<file path="config.mk">
export PLATFORM = sky130hd
export DESIGN_NAME = oaht_ctrl
export DESIGN_NICKNAME = d
export VERILOG_FILES = /design/src/rtl/oaht_pkg.sv /design/src/rtl/oaht_ctrl.sv
export VERILOG_INCLUDE_DIRS = /design/src /design/src/rtl
export SDC_FILE = /design/constraint.sdc
export NUM_CORES = 1
export LEC_CHECK = 0
export BUFFER_PORTS_ARGS = -buffer_cell sky130_fd_sc_hd__buf_2
export CAP_MARGIN = 15
export CELL_PAD_IN_SITES_DETAIL_PLACEMENT = 1
export CELL_PAD_IN_SITES_GLOBAL_PLACEMENT = 1
export CORE_MARGIN = 5
export CORE_UTILIZATION = 25
export CTS_BUF_LIST = sky130_fd_sc_hd__clkbuf_4
export CTS_CLUSTER_SIZE = 12
export DETAILED_ROUTE_END_ITERATION = 16
export PLACE_DENSITY = 0.85
export RECOVER_POWER = 50
export SLEW_MARGIN = 20
export SYNTH_ARGS = -nofsm -noshare
export SYNTH_HDL_FRONTEND = slang
export SYNTH_SLANG_ARGS = --single-unit
</file>
<file path="constraint.sdc">
create_clock -name i_clk -period 2.3 [get_ports i_clk]
set_clock_uncertainty 0.2 [all_clocks]
set_input_delay 0.46 -clock i_clk [delete_from_list [all_inputs] [get_ports i_clk]]
set_output_delay 0.46 -clock i_clk [all_outputs]
set_load 0.05 [all_outputs]
</file>
<file path="src/rtl/assert_macros.svh">
// Assertion macros shared by the hash table RTL.
// No dependencies.
`ifndef ASSERT_MACROS_SVH
`define ASSERT_MACROS_SVH
// Implication checked on every rising clock edge outside reset.
`define ASSERT_IMPL(label, clk, rst_n, pre, post, msg) \
    label: assert property (@(posedge clk) disable iff (!rst_n) (pre) |-> (post)) \
        else $error(msg);
// Next-cycle implication checked outside reset.
`define ASSERT_NEXT(label, clk, rst_n, pre, post, msg) \
    label: assert property (@(posedge clk) disable iff (!rst_n) (pre) |=> (post)) \
        else $error(msg);
`endif

</file>
<file path="src/rtl/oaht_pkg.sv">
// Shared types and constants for the open-address hash table.
// No dependencies.
package oaht_pkg;
    localparam logic [2:0] OP_FIND      = 3'd0;
    localparam logic [2:0] OP_ADD       = 3'd1;
    localparam logic [2:0] OP_DELETE    = 3'd2;
    localparam logic [2:0] OP_SCAN_RST  = 3'd3;
    localparam logic [2:0] OP_SCAN_NEXT = 3'd4;

    localparam logic [1:0] ST_OK      = 2'd0;
    localparam logic [1:0] ST_REFUSED = 2'd1;
    localparam logic [1:0] ST_SCANEND = 2'd2;

    localparam int MARK_VALID   = 63;
    localparam int MARK_VISIBLE = 62;
    localparam logic [9:0] LOAD_LIMIT_RESET = 10'd614;

    // Controller to datapath commands
    typedef struct packed {
        logic latch_in;    // capture input item, start probe at home bucket
        logic rd_probe;    // issue read at probe index
        logic rd_scan;     // issue read at scan position
        logic step_probe;  // advance probe index by triangular step
        logic wr_new;      // write mark, key and value at probe index
        logic wr_val;      // write value only
        logic wr_tomb;     // write tombstone mark
        logic clr_sweep;   // write zero mark at sweep index, advance sweep
        logic scan_start;  // position 0, scan active
        logic scan_adv;    // position advances
        logic scan_stop;   // scan inactive
        logic live_inc;
        logic live_dec;
        logic res_load;    // load result register
        logic [1:0] res_status;
        logic res_hit;
        logic res_data;    // result key/value come from the read bucket
        logic res_vonly;   // only value comes from read bucket
    } t_cmd;

    // Datapath to controller status
    typedef struct packed {
        logic [2:0] op;
        logic empty;       // read bucket never used
        logic match;       // read bucket matches item
        logic live;        // read bucket valid and visible
        logic probe_last;  // probe count exhausted
        logic room;        // used count below limits
        logic scan_active;
        logic scan_end;    // scan position past last bucket
        logic sweep_last;
        logic live_pos;    // live count above zero
    } t_stat;
endpackage

</file>
<file path="src/rtl/oaht_ctrl.sv">
// Controller state machine for the hash table: sequences probes, scans and writes.
// Depends on oaht_pkg.
`include "assert_macros.svh"
module oaht_ctrl (
    input  logic            i_clk,
    input  logic            i_rst_n,
    input  logic            i_valid,
    output logic            o_stall,
    output logic            o_valid,
    input  logic            i_stall,
    input  oaht_pkg::t_stat i_stat,
    output oaht_pkg::t_cmd  o_cmd
);
    typedef enum logic [2:0] {
        S_CLEAR, S_IDLE, S_PRD, S_PCHK, S_SRD, S_SCHK, S_OUT
    } t_state;

    t_state r_state, n_state;
    logic   r_valid, n_valid;

    assign o_valid = r_valid;
    // Input taken only when idle and result slot free
    assign o_stall = !((r_state == S_IDLE) && !r_valid);

    always_comb begin
        n_state = r_state;
        n_valid = r_valid;
        o_cmd   = '0;
        if (r_valid && !i_stall) n_valid = 1'b0;
        case (r_state)
            S_CLEAR: begin
                o_cmd.clr_sweep = 1'b1;
                if (i_stat.sweep_last) n_state = S_IDLE;
            end
            S_IDLE: begin
                if (i_valid && !o_stall) begin
                    o_cmd.latch_in = 1'b1;
                    n_state = S_PRD;
                end
            end
            S_PRD: begin
                case (i_stat.op)
                    oaht_pkg::OP_FIND, oaht_pkg::OP_ADD, oaht_pkg::OP_DELETE: begin
                        o_cmd.rd_probe = 1'b1;
                        n_state = S_PCHK;
                    end
                    oaht_pkg::OP_SCAN_RST: begin
                        o_cmd.scan_start = 1'b1;
                        o_cmd.res_load   = 1'b1;
                        n_valid = 1'b1;
                        n_state = S_IDLE;
                    end
                    oaht_pkg::OP_SCAN_NEXT: begin
                        n_state = S_SRD;
                    end
                    default: begin
                        o_cmd.res_load = 1'b1;
                        n_valid = 1'b1;
                        n_state = S_IDLE;
                    end
                endcase
            end
            S_PCHK: begin
                if (i_stat.empty || i_stat.match) begin
                    o_cmd.res_load = 1'b1;
                    n_valid = 1'b1;
                    n_state = S_IDLE;
                    case (i_stat.op)
                        oaht_pkg::OP_FIND: begin
                            o_cmd.res_hit   = i_stat.match;
                            o_cmd.res_vonly = i_stat.match;
                        end
                        oaht_pkg::OP_ADD: begin
                            if (i_stat.match) begin
                                o_cmd.wr_val = 1'b1;
                            end else if (i_stat.room) begin
                                o_cmd.wr_new   = 1'b1;
                                o_cmd.live_inc = 1'b1;
                            end else begin
                                o_cmd.res_status = oaht_pkg::ST_REFUSED;
                            end
                        end
                        default: begin
                            if (i_stat.match) begin
                                o_cmd.wr_tomb  = 1'b1;
                                o_cmd.live_dec = i_stat.live_pos;
                                o_cmd.res_hit  = 1'b1;
                            end
                        end
                    endcase
                end else if (i_stat.probe_last) begin
                    o_cmd.res_load = 1'b1;
                    n_valid = 1'b1;
                    n_state = S_IDLE;
                    if (i_stat.op == oaht_pkg::OP_ADD) o_cmd.res_status = oaht_pkg::ST_REFUSED;
                end else begin
                    o_cmd.step_probe = 1'b1;
                    n_state = S_PRD;
                end
            end
            S_SRD: begin
                if (!i_stat.scan_active || i_stat.scan_end) begin
                    o_cmd.scan_stop  = i_stat.scan_active;
                    o_cmd.res_load   = 1'b1;
                    o_cmd.res_status = oaht_pkg::ST_SCANEND;
                    n_valid = 1'b1;
                    n_state = S_IDLE;
                end else begin
                    o_cmd.rd_scan  = 1'b1;
                    o_cmd.scan_adv = 1'b1;
                    n_state = S_SCHK;
                end
            end
            S_SCHK: begin
                if (i_stat.live) begin
                    o_cmd.res_load = 1'b1;
                    o_cmd.res_hit  = 1'b1;
                    o_cmd.res_data = 1'b1;
                    n_valid = 1'b1;
                    n_state = S_IDLE;
                end else begin
                    n_state = S_SRD;
                end
            end
            default: n_state = S_IDLE;
        endcase
    end

    always_ff @(posedge i_clk) begin
        if (!i_rst_n) begin
            r_state <= S_CLEAR;
            r_valid <= 1'b0;
        end else begin
            r_state <= n_state;
            r_valid <= n_valid;
        end
    end

    `ASSERT_IMPL(a_load_free, i_clk, i_rst_n, o_cmd.res_load, !r_valid || !i_stall, "result overwritten while held")
    `ASSERT_IMPL(a_no_take_busy, i_clk, i_rst_n, o_cmd.latch_in, r_state == S_IDLE && !r_valid, "item taken while busy")
    `ASSERT_NEXT(a_clear_first, i_clk, i_rst_n, r_state == S_CLEAR, !r_valid, "result during clearing sweep")
endmodule
</file>
Word-level counts from Yosys, hierarchy flattened:

Cells that the tools add are included.
W data, S select, Z words.

* flip-flop bits (word level): 4
* input bits: 16
* output and inout bits: 21
* word-level logic and storage cells: 87

* equality and inequality tests: 11
* mux-type cells: 59
* reductions and logical operators: 15

Operators by type and width (number)
* $mux W1: 36
* $mux W3: 9
* $pmux W3 S6: 1
* $eq A3 B2 Y1 const B: 4
* $mux W2: 6
* $eq A3 B3 Y1 const B: 3
* $pmux W1 S4: 2
* $eq A3 B1 Y1 const B: 2
* $logic_not A3 Y1: 2
* $pmux W3 S2: 1
* $logic_not A1 Y1: 4
* $mux W4: 1
* $pmux W1 S2: 2
* $pmux W2 S2: 1
* $reduce_or A4 Y1: 1
* $logic_and A1 B1 Y1: 3
* $reduce_or A3 Y1: 1
* $logic_or A1 B1 Y1: 2
* $ne A2 B1 Y1 const B: 1
* $ne A2 B2 Y1 const B: 1
* $reduce_and A2 Y1: 1
* $reduce_or A2 Y1: 1

Longest topological paths before layout:

Gate-level depths: netlist of run 1.

* depth in word-level cells: 6
* mapped depth: 5
* mapped depth without buffers: 4

Least setup slack after synthesis of run 1:

No wires, ideal clock.

* path kind: input-to-output
* start point: input port i_stat[11] (netlist name)
* end point: output port o_cmd[14] (netlist name)
* arrival time: 3.024 ns
* data required time: 1.640 ns
* slack: -1.384 ns
* cell stages on the path: 4
* path buffers: 2
* path through: clkbuf_1 -> or3b_1 -> nor4_1 -> buf_4

RTL lines
* start: declaration: line oaht_ctrl.sv:11 `input oaht_pkg::t_stat i_stat,`
* end: declaration: line oaht_ctrl.sv:12 `output oaht_pkg::t_cmd o_cmd`

==> results of run 1 <==
layer usage:
layer  share of wire  vias up
li1                -      321
met1            0.38      322
met2            0.57       17
met3           0.052        0
met4               0        0
met5               0        -
through the flow:
| step | util | cell area [um2] |
|---|---|---|
| after CTS | 0.445 | 777 |
| after global placement | 0.430 | 751 |
| final | 0.447 | 779 |
| after detailed placement | 0.430 | 751 |
| after global routing | 0.447 | 779 |
| after floorplan | - | 538 |
layout by cell type (no fill, tap or decap), types with 3 or more instances in the layout:
master    Yosys  final
nor2_1        7      6
buf_4         2     10
a31oi_1       4      4
nor2b_1       3      3
nand2_1       7      7
clkbuf_4      0      6
inv_1         4      4
clkbuf_2      0      3
clkbuf_1      1      4
a21oi_1       6      6
buf_2         3     24
worst max-delay path, cell delays in order:
cell,delay (ps)
buf_2,120
or3b_4,430
nor4_4,290
clkbuf_4,280
kinds of logic (layout without fill, tap and decap cells):
family	after synthesis	in the layout
fa+ha+maj	1	1
flops	4	4
simple gates	35	35
compound gates	17	17
buf+inv	10	51
power breakdown:
group          internal, mW  switching (mW)
combinational        0.0327          0.0556
sequential           0.0712         0.00420
clock                0.0582          0.0260
total                 0.162          0.0858
timing repair:
| action | in CTS | in global routing |
|---|---|---|
| hold endpoints to repair | 0 | 0 |
| setup endpoints to repair | 3 | 6 |
| resized for setup | 2 | 8 |
registers in the layout, indices dropped and copies added, names as in the netlist:
register / flops
o_valid: 1
r_state: 3
worst max-delay path by stage:
stage | slack (ps) | to | from
global placement | 40 | o_cmd[14] | i_stat[11]
floorplan | -350 | o_cmd[14] | i_stat[11]
finish | 60 | o_cmd[14] | i_stat[11]
detailed placement | 30 | o_cmd[14] | i_stat[11]
global route | -30 | o_cmd[7] | i_stat[11]
CTS | 10 | o_cmd[16] | r_state[1]$_SDFFE_PN0P_
area by class of cell:
class / instances / area (um2) / area share
inverters: 4 / 15.0 / 0.0193
clock buffers: 3 / 22.5 / 0.0289
well taps: 25 / 31.3 / 0.0401
multi-input cells: 53 / 378 / 0.485
flip-flops and latches: 4 / 85.1 / 0.109
repair buffers: 44 / 248 / 0.318
==> run summary, run 1 <==
Worst hold slack - 271 ps
Power per cell area - 318 nW/um2
Min cycle time layout - 2240 ps
Worst Path Required - 1640 ps
Syn nets - 83
# diodes - 0
Post-CTS Hold Buffers - 0
Reg2Reg Setup Slack - 610 ps
Die Span X - 52.9 um
Post-synth top cells - nand2_1 (7), nor2_1 (7), a21oi_1 (6)
Placement Setup Slack - 29.8 ps
Ranking of synthesized cells by area - dfxtp_1 (17%), a21oi_1 (6.5%), nand2_1 (5.7%), nor2_1 (5.7%), a31oi_1 (5.4%)
Grt met1 use - 0.155
Worst-path fanout max - 4
Hold Startpoint - i_rst_n
Post-Syn Area per Cell - 6.85 um2
Slew HR - 0.602
Max-Cap Viols - 0
# H-tree levels - 1
Kind of critical path - input pin to output port
Worst skew pair latency - 230 ps
Initial Util - 0.263
Setup TNS - 0 ps
Met3 Use GR - 0.0225
Hold Crit Class - input pin to flop
Number of synthesized flops with an enable pin - 0
Total Routing Usage GR - 0.137
Area leader, netlist - dfxtp_1
Final wirelength - 1820 um
RSZ-0062 raised after global routing - yes
Worst setup margin - 55.8 ps
Clock Pin Slew Worst Setup and Hold Paths - 30 ps
Die Y - 52.9 um
CTS tree - done
Fillers - 240
Synth async-reset ratio - 0
Core area - 1750 um2
First-pass detailed-route iteration total - 4
Root Driver - clkbuf_4
Detailed placement HPWL - 1530 um
Clock Sink Count - 4
Die area - 2790 um2
Synth Area in Compound Gates - 0.248
First-pass GRT wire length - 2860 um
Vias per cell - 4.96
# rows - 15
Cells on worst reg2reg path - 5
Top_reg_cell synth - dfxtp_1
Vias - 660
Largest family of logic cells by synthesized area - simple AND/OR/NAND/NOR gates
Vias in the first global route - 668
Startpoint types - input pin
Status - complete, no violations
GRT met2 Usage - 0.252
Setup Viol. Count Final - 0
Sequential-to-total area share from yosys stat - 0.174
CP endpoint kind - output port
I/O pin total - 37
Area grow syn2layout - 69.8%
XOR/XNOR Fraction of Synth Area - 0
Postcts setup bufs - 0
LEAKAGE - 0.383 nW
Hold path endpoint - r_state[0]$_SDFFE_PN0P_
Total CTS buffers - 3
Critical path data arrival time - 1580 ps
Tot Pwr - 0.248 mW
Total congestion overflow - 0
Initial antenna violation count - 0
Worst-margin pin slew - 599 ps
Ys Warns - 0
Mux cell area share after synthesis - 0
Synth cell types - 29
Port bufs - 36
Reg2reg start - r_state[0]$_SDFFE_PN0P_
Synth Register Bits - 4
Fin crit share - 0.976
Simple-gate area share of the yosys netlist - 0.450
Initial DRC count - 6
Routed wire per std cell - 13.7 um
Slew Limit Fails - 0
Adder-Cell Fraction of Synth Area - 0.0218
Largest net degree at the start of global routing - 9
Share of Yosys cell area claimed by the top area cell type - 0.174
Mapped Cells - 67
DRT antenna net count - 0
Peak VDD IR - 0.000115 V
Placer congestion estimate - 0.729
Layout cells sized above 1 - 0.528
Mapped Area - 459 um2
Fmax - 446 MHz
Fin nets - 126
Final hold vios - 0
Non-Filler Instances - 133
DRC violations left - 0
Busiest metal layer after global routing - met2
Hold path depth - 3
Max clock buf depth - 2
Placed Cells - 130
Reg2reg end - r_state[1]$_SDFFE_PN0P_
No activity file was read; power rests on OpenSTA's default activity.
==> run 2, diff against run 1 <==
- ABC_AREA: not set -> 1
- CORE_ASPECT_RATIO: not set -> 0.9
- CORE_UTILIZATION: 25 -> 23
- PLACE_DENSITY: 0.85 -> 0.84
==> run 2 against run 1 <==
Via count increased by 5.8%; synthesized cell count increased by 42%; sequential power increased by 14%; sequential cell count unchanged.
==> run summary, run 2 <==
Initial Util - 0.246 (was 0.263)
Number of synthesized flops with an enable pin - 0 (unchanged)
Total congestion overflow - 0 (unchanged)
CTS tree - done (unchanged)
Root Driver - clkbuf_4 (unchanged)
Largest net degree at the start of global routing - 9 (unchanged)
First-pass detailed-route iteration total - 2 (was 4)
Synth cell types - 18 (was 29)
Most frequent cells in the layout - buf_2 (25), nand2_1 (22), inv_1 (19), nor2_1 (14), nand3_1 (9) (was buf_2 (24), buf_4 (10), nand2_1 (7))
Top reg by flops - r_state (unchanged)
Setup Viol. Count Final - 0 (unchanged)
Worst hold slack - 266 ps (was 271 ps)
Fin nets - 149 (was 126)
Postcts setup bufs - 0 (unchanged)
Non-Filler Instances - 156 (was 133)
Area leader, netlist - nand2_1 (was dfxtp_1)
Met2 wire len - 984 um (was 1030 um)
Fmax - 464 MHz (was 446 MHz)
DRC violations left - 0 (unchanged)
Final wirelength - 1790 um (was 1820 um)
Met3 wire len - 83 um (was 95 um)
Port bufs - 36 (unchanged)
Slew HR - 0.604 (was 0.602)
RSZ-0062 raised after global routing - no (was yes)
Max-Cap Viols - 0 (unchanged)
Top_reg_cell synth - dfxtp_1 (unchanged)
Share of Yosys cell area claimed by the top area cell type - 0.172 (was 0.174)
Power per cell area - 421 nW/um2 (was 318 nW/um2)
Placed Cells - 153 (was 130)
Placer congestion estimate - 0.760 (was 0.729)
Post-synth top cells - nand2_1 (22), inv_1 (19), nor2_1 (15) (was nand2_1 (7), nor2_1 (7), a21oi_1 (6))
First-pass GRT wire length - 3020 um (was 2860 um)
Post-Syn Area per Cell - 5.06 um2 (was 6.85 um2)
LEAKAGE - 0.470 nW (was 0.383 nW)
Die area - 3100 um2 (was 2790 um2)
Wl on met1 - 709 um (was 694 um)
Ranking of synthesized cells by area - nand2_1 (17%), dfxtp_1 (17%), inv_1 (15%), nor2_1 (12%), nand3_1 (10%) (was dfxtp_1 (17%), a21oi_1 (6.5%), nand2_1 (5.7%), nor2_1 (5.7%), a31oi_1 (5.4%))
Die Y - 53.4 um (was 52.9 um)
Vias per cell - 4.47 (was 4.96)
Status - complete, no violations (unchanged)
Synth async-reset ratio - 0 (unchanged)
Vias - 698 (was 660)
Area grow syn2layout - 53.1% (was 69.8%)
Layout cells sized above 1 - 0.389 (was 0.528)
Vias in the first global route - 733 (was 668)
# H-tree levels - 1 (unchanged)
CP endpoint - o_cmd[6] (was o_cmd[14])
Peak VDD IR - 0.000204 V (was 0.000115 V)
Mapped Area - 480 um2 (was 459 um2)
Synth Register Bits - 4 (unchanged)
Core area - 1950 um2 (was 1750 um2)
Crit. Startpoint - r_state[0]$_SDFFE_PN0P_ (was i_stat[11])
Kind of critical path - flop to output port (was input pin to output port)
Syn nets - 111 (was 83)
Routed wire per std cell - 11.5 um (was 13.7 um)
Final Util - 0.377 (was 0.447)
Worst Path Required - 1640 ps (about the same)
Reg2reg start - r_state[0]$_SDFFE_PN0P_ (unchanged)
Worst-margin pin slew - 596 ps (was 599 ps)
Initial antenna violation count - 0 (unchanged)
Sequential-to-total area share from yosys stat - 0.167 (was 0.174)
Hold Crit Class - input pin to flop (unchanged)
Min cycle time layout - 2150 ps (was 2240 ps)
# diodes - 0 (unchanged)
Mapped Cells - 95 (was 67)
Clock Sink Count - 4 (unchanged)
Startpoint types - flop (was input pin)
Most frequent cell after synthesis - nand2_1
Initial DRC count - 6 (unchanged)
Most common cell after layout, fill and taps aside - buf_2 (unchanged)
Reg2Reg Setup Slack - 900 ps (was 610 ps)
Critical path data arrival time - 1490 ps (was 1580 ps)
Slew Limit Fails - 0 (unchanged)
Worst skew pair latency - 240 ps (was 230 ps)
Max clock buf depth - 2 (unchanged)
Total Routing Usage GR - 0.125 (was 0.137)
Worst-path fanout max - 8 (was 4)
I/O pin total - 37 (unchanged)
Ys Warns - 0 (unchanged)
Fin crit share - 0.936 (was 0.976)
Detailed placement HPWL - 1610 um (was 1530 um)
Cells on worst reg2reg path - 6 (was 5)
Clock Pin Slew Worst Setup and Hold Paths - 40 ps (was 30 ps)
Top Layer Used - met4 (was met3)
DRT antenna net count - 0 (unchanged)
Total CTS buffers - 3 (unchanged)
Final hold vios - 0 (unchanged)
Reg2reg end - o_valid$_SDFF_PN0_ (was r_state[1]$_SDFFE_PN0P_)
Die Span X - 58.2 um (was 52.9 um)
# rows - 15 (unchanged)
Max reg flops - 3 (unchanged)
CP endpoint kind - output port (unchanged)
run 2: cell count changes in the layout (fill, tap and decap cells not counted), moves of 4 or more:
cell / delta
inv_1: +15
buf_4: -7
a21oi_1: -5
nand3_1: +7
o21ai_1: +4
nor2_1: +8
nand2_1: +15
run 2: worst min-delay path by stage:
stage	from	to	slack [ps]	cells after the start
floorplan	r_state[2]$_SDFFE_PN0P_	r_state[2]$_SDFFE_PN0P_	380	2
global placement	r_state[0]$_SDFFE_PN0P_	r_state[2]$_SDFFE_PN0P_	400	2
detailed placement	r_state[0]$_SDFFE_PN0P_	r_state[2]$_SDFFE_PN0P_	430	2
CTS	i_rst_n	r_state[0]$_SDFFE_PN0P_	260	3
global route	i_rst_n	r_state[0]$_SDFFE_PN0P_	270	3
finish	i_rst_n	r_state[0]$_SDFFE_PN0P_	270	3
run 2: cells by family (layout without fill, tap and decap cells):
kind of cell / after synthesis / count (layout) / share of synthesized area
buf+inv: 24 / 60 / 0.206
compound gates: 8 / 8 / 0.0859
flops: 4 / 4 / 0.167
simple gates: 59 / 59 / 0.542
run 2: area by class of cell:
type	count	area, um2
Clock buffer	3	22.5
Sequential cell	4	83.8
Multi-Input combinational cell	67	334
Tap cell	25	31.3
Timing Repair Buffer	36	185
Fill cell	283	1220
Inverter	21	78.8
run 2: repair_timing:
action / CTS / global route
hold buffers: 0 / 0
setup endpoints to repair: 6 / 10
resized for setup: 4 / 4
run 2: where the power goes:
part / leakage (nW) / internal (mW) / switching (mW)
sequential: 0.0338 / 0.0758 / 0.0105
clock: 0.0138 / 0.0585 / 0.0305
combinational: 0.422 / 0.0390 / 0.0957
total: 0.470 / 0.173 / 0.137
run 2: per-stage QoR:
stage	cell area [um2]	power, mW	TNS, ps	setup WS (ps)
floorplan	503	0.181	-403	-206
global placement	694	0.216	0	206
detailed placement	694	0.222	0	154
CTS	726	0.314	0	4.11
global route	736	0.330	0	20.0
finish	736	0.310	0	146
run 2: metal layers:
layer,vias to the layer above,GRT usage
met3,2,0.00488
met4,0,0.0579
li1,366,-
met5,-,0
met2,19,0.248
met1,311,0.137
run 2: critical path, cell delays in order (launching register included):
cell	delay [ps]
dfxtp_2	410
nand2_1	120
nor2_4	150
nand2_1	160
nor3b_2	190
buf_4	220
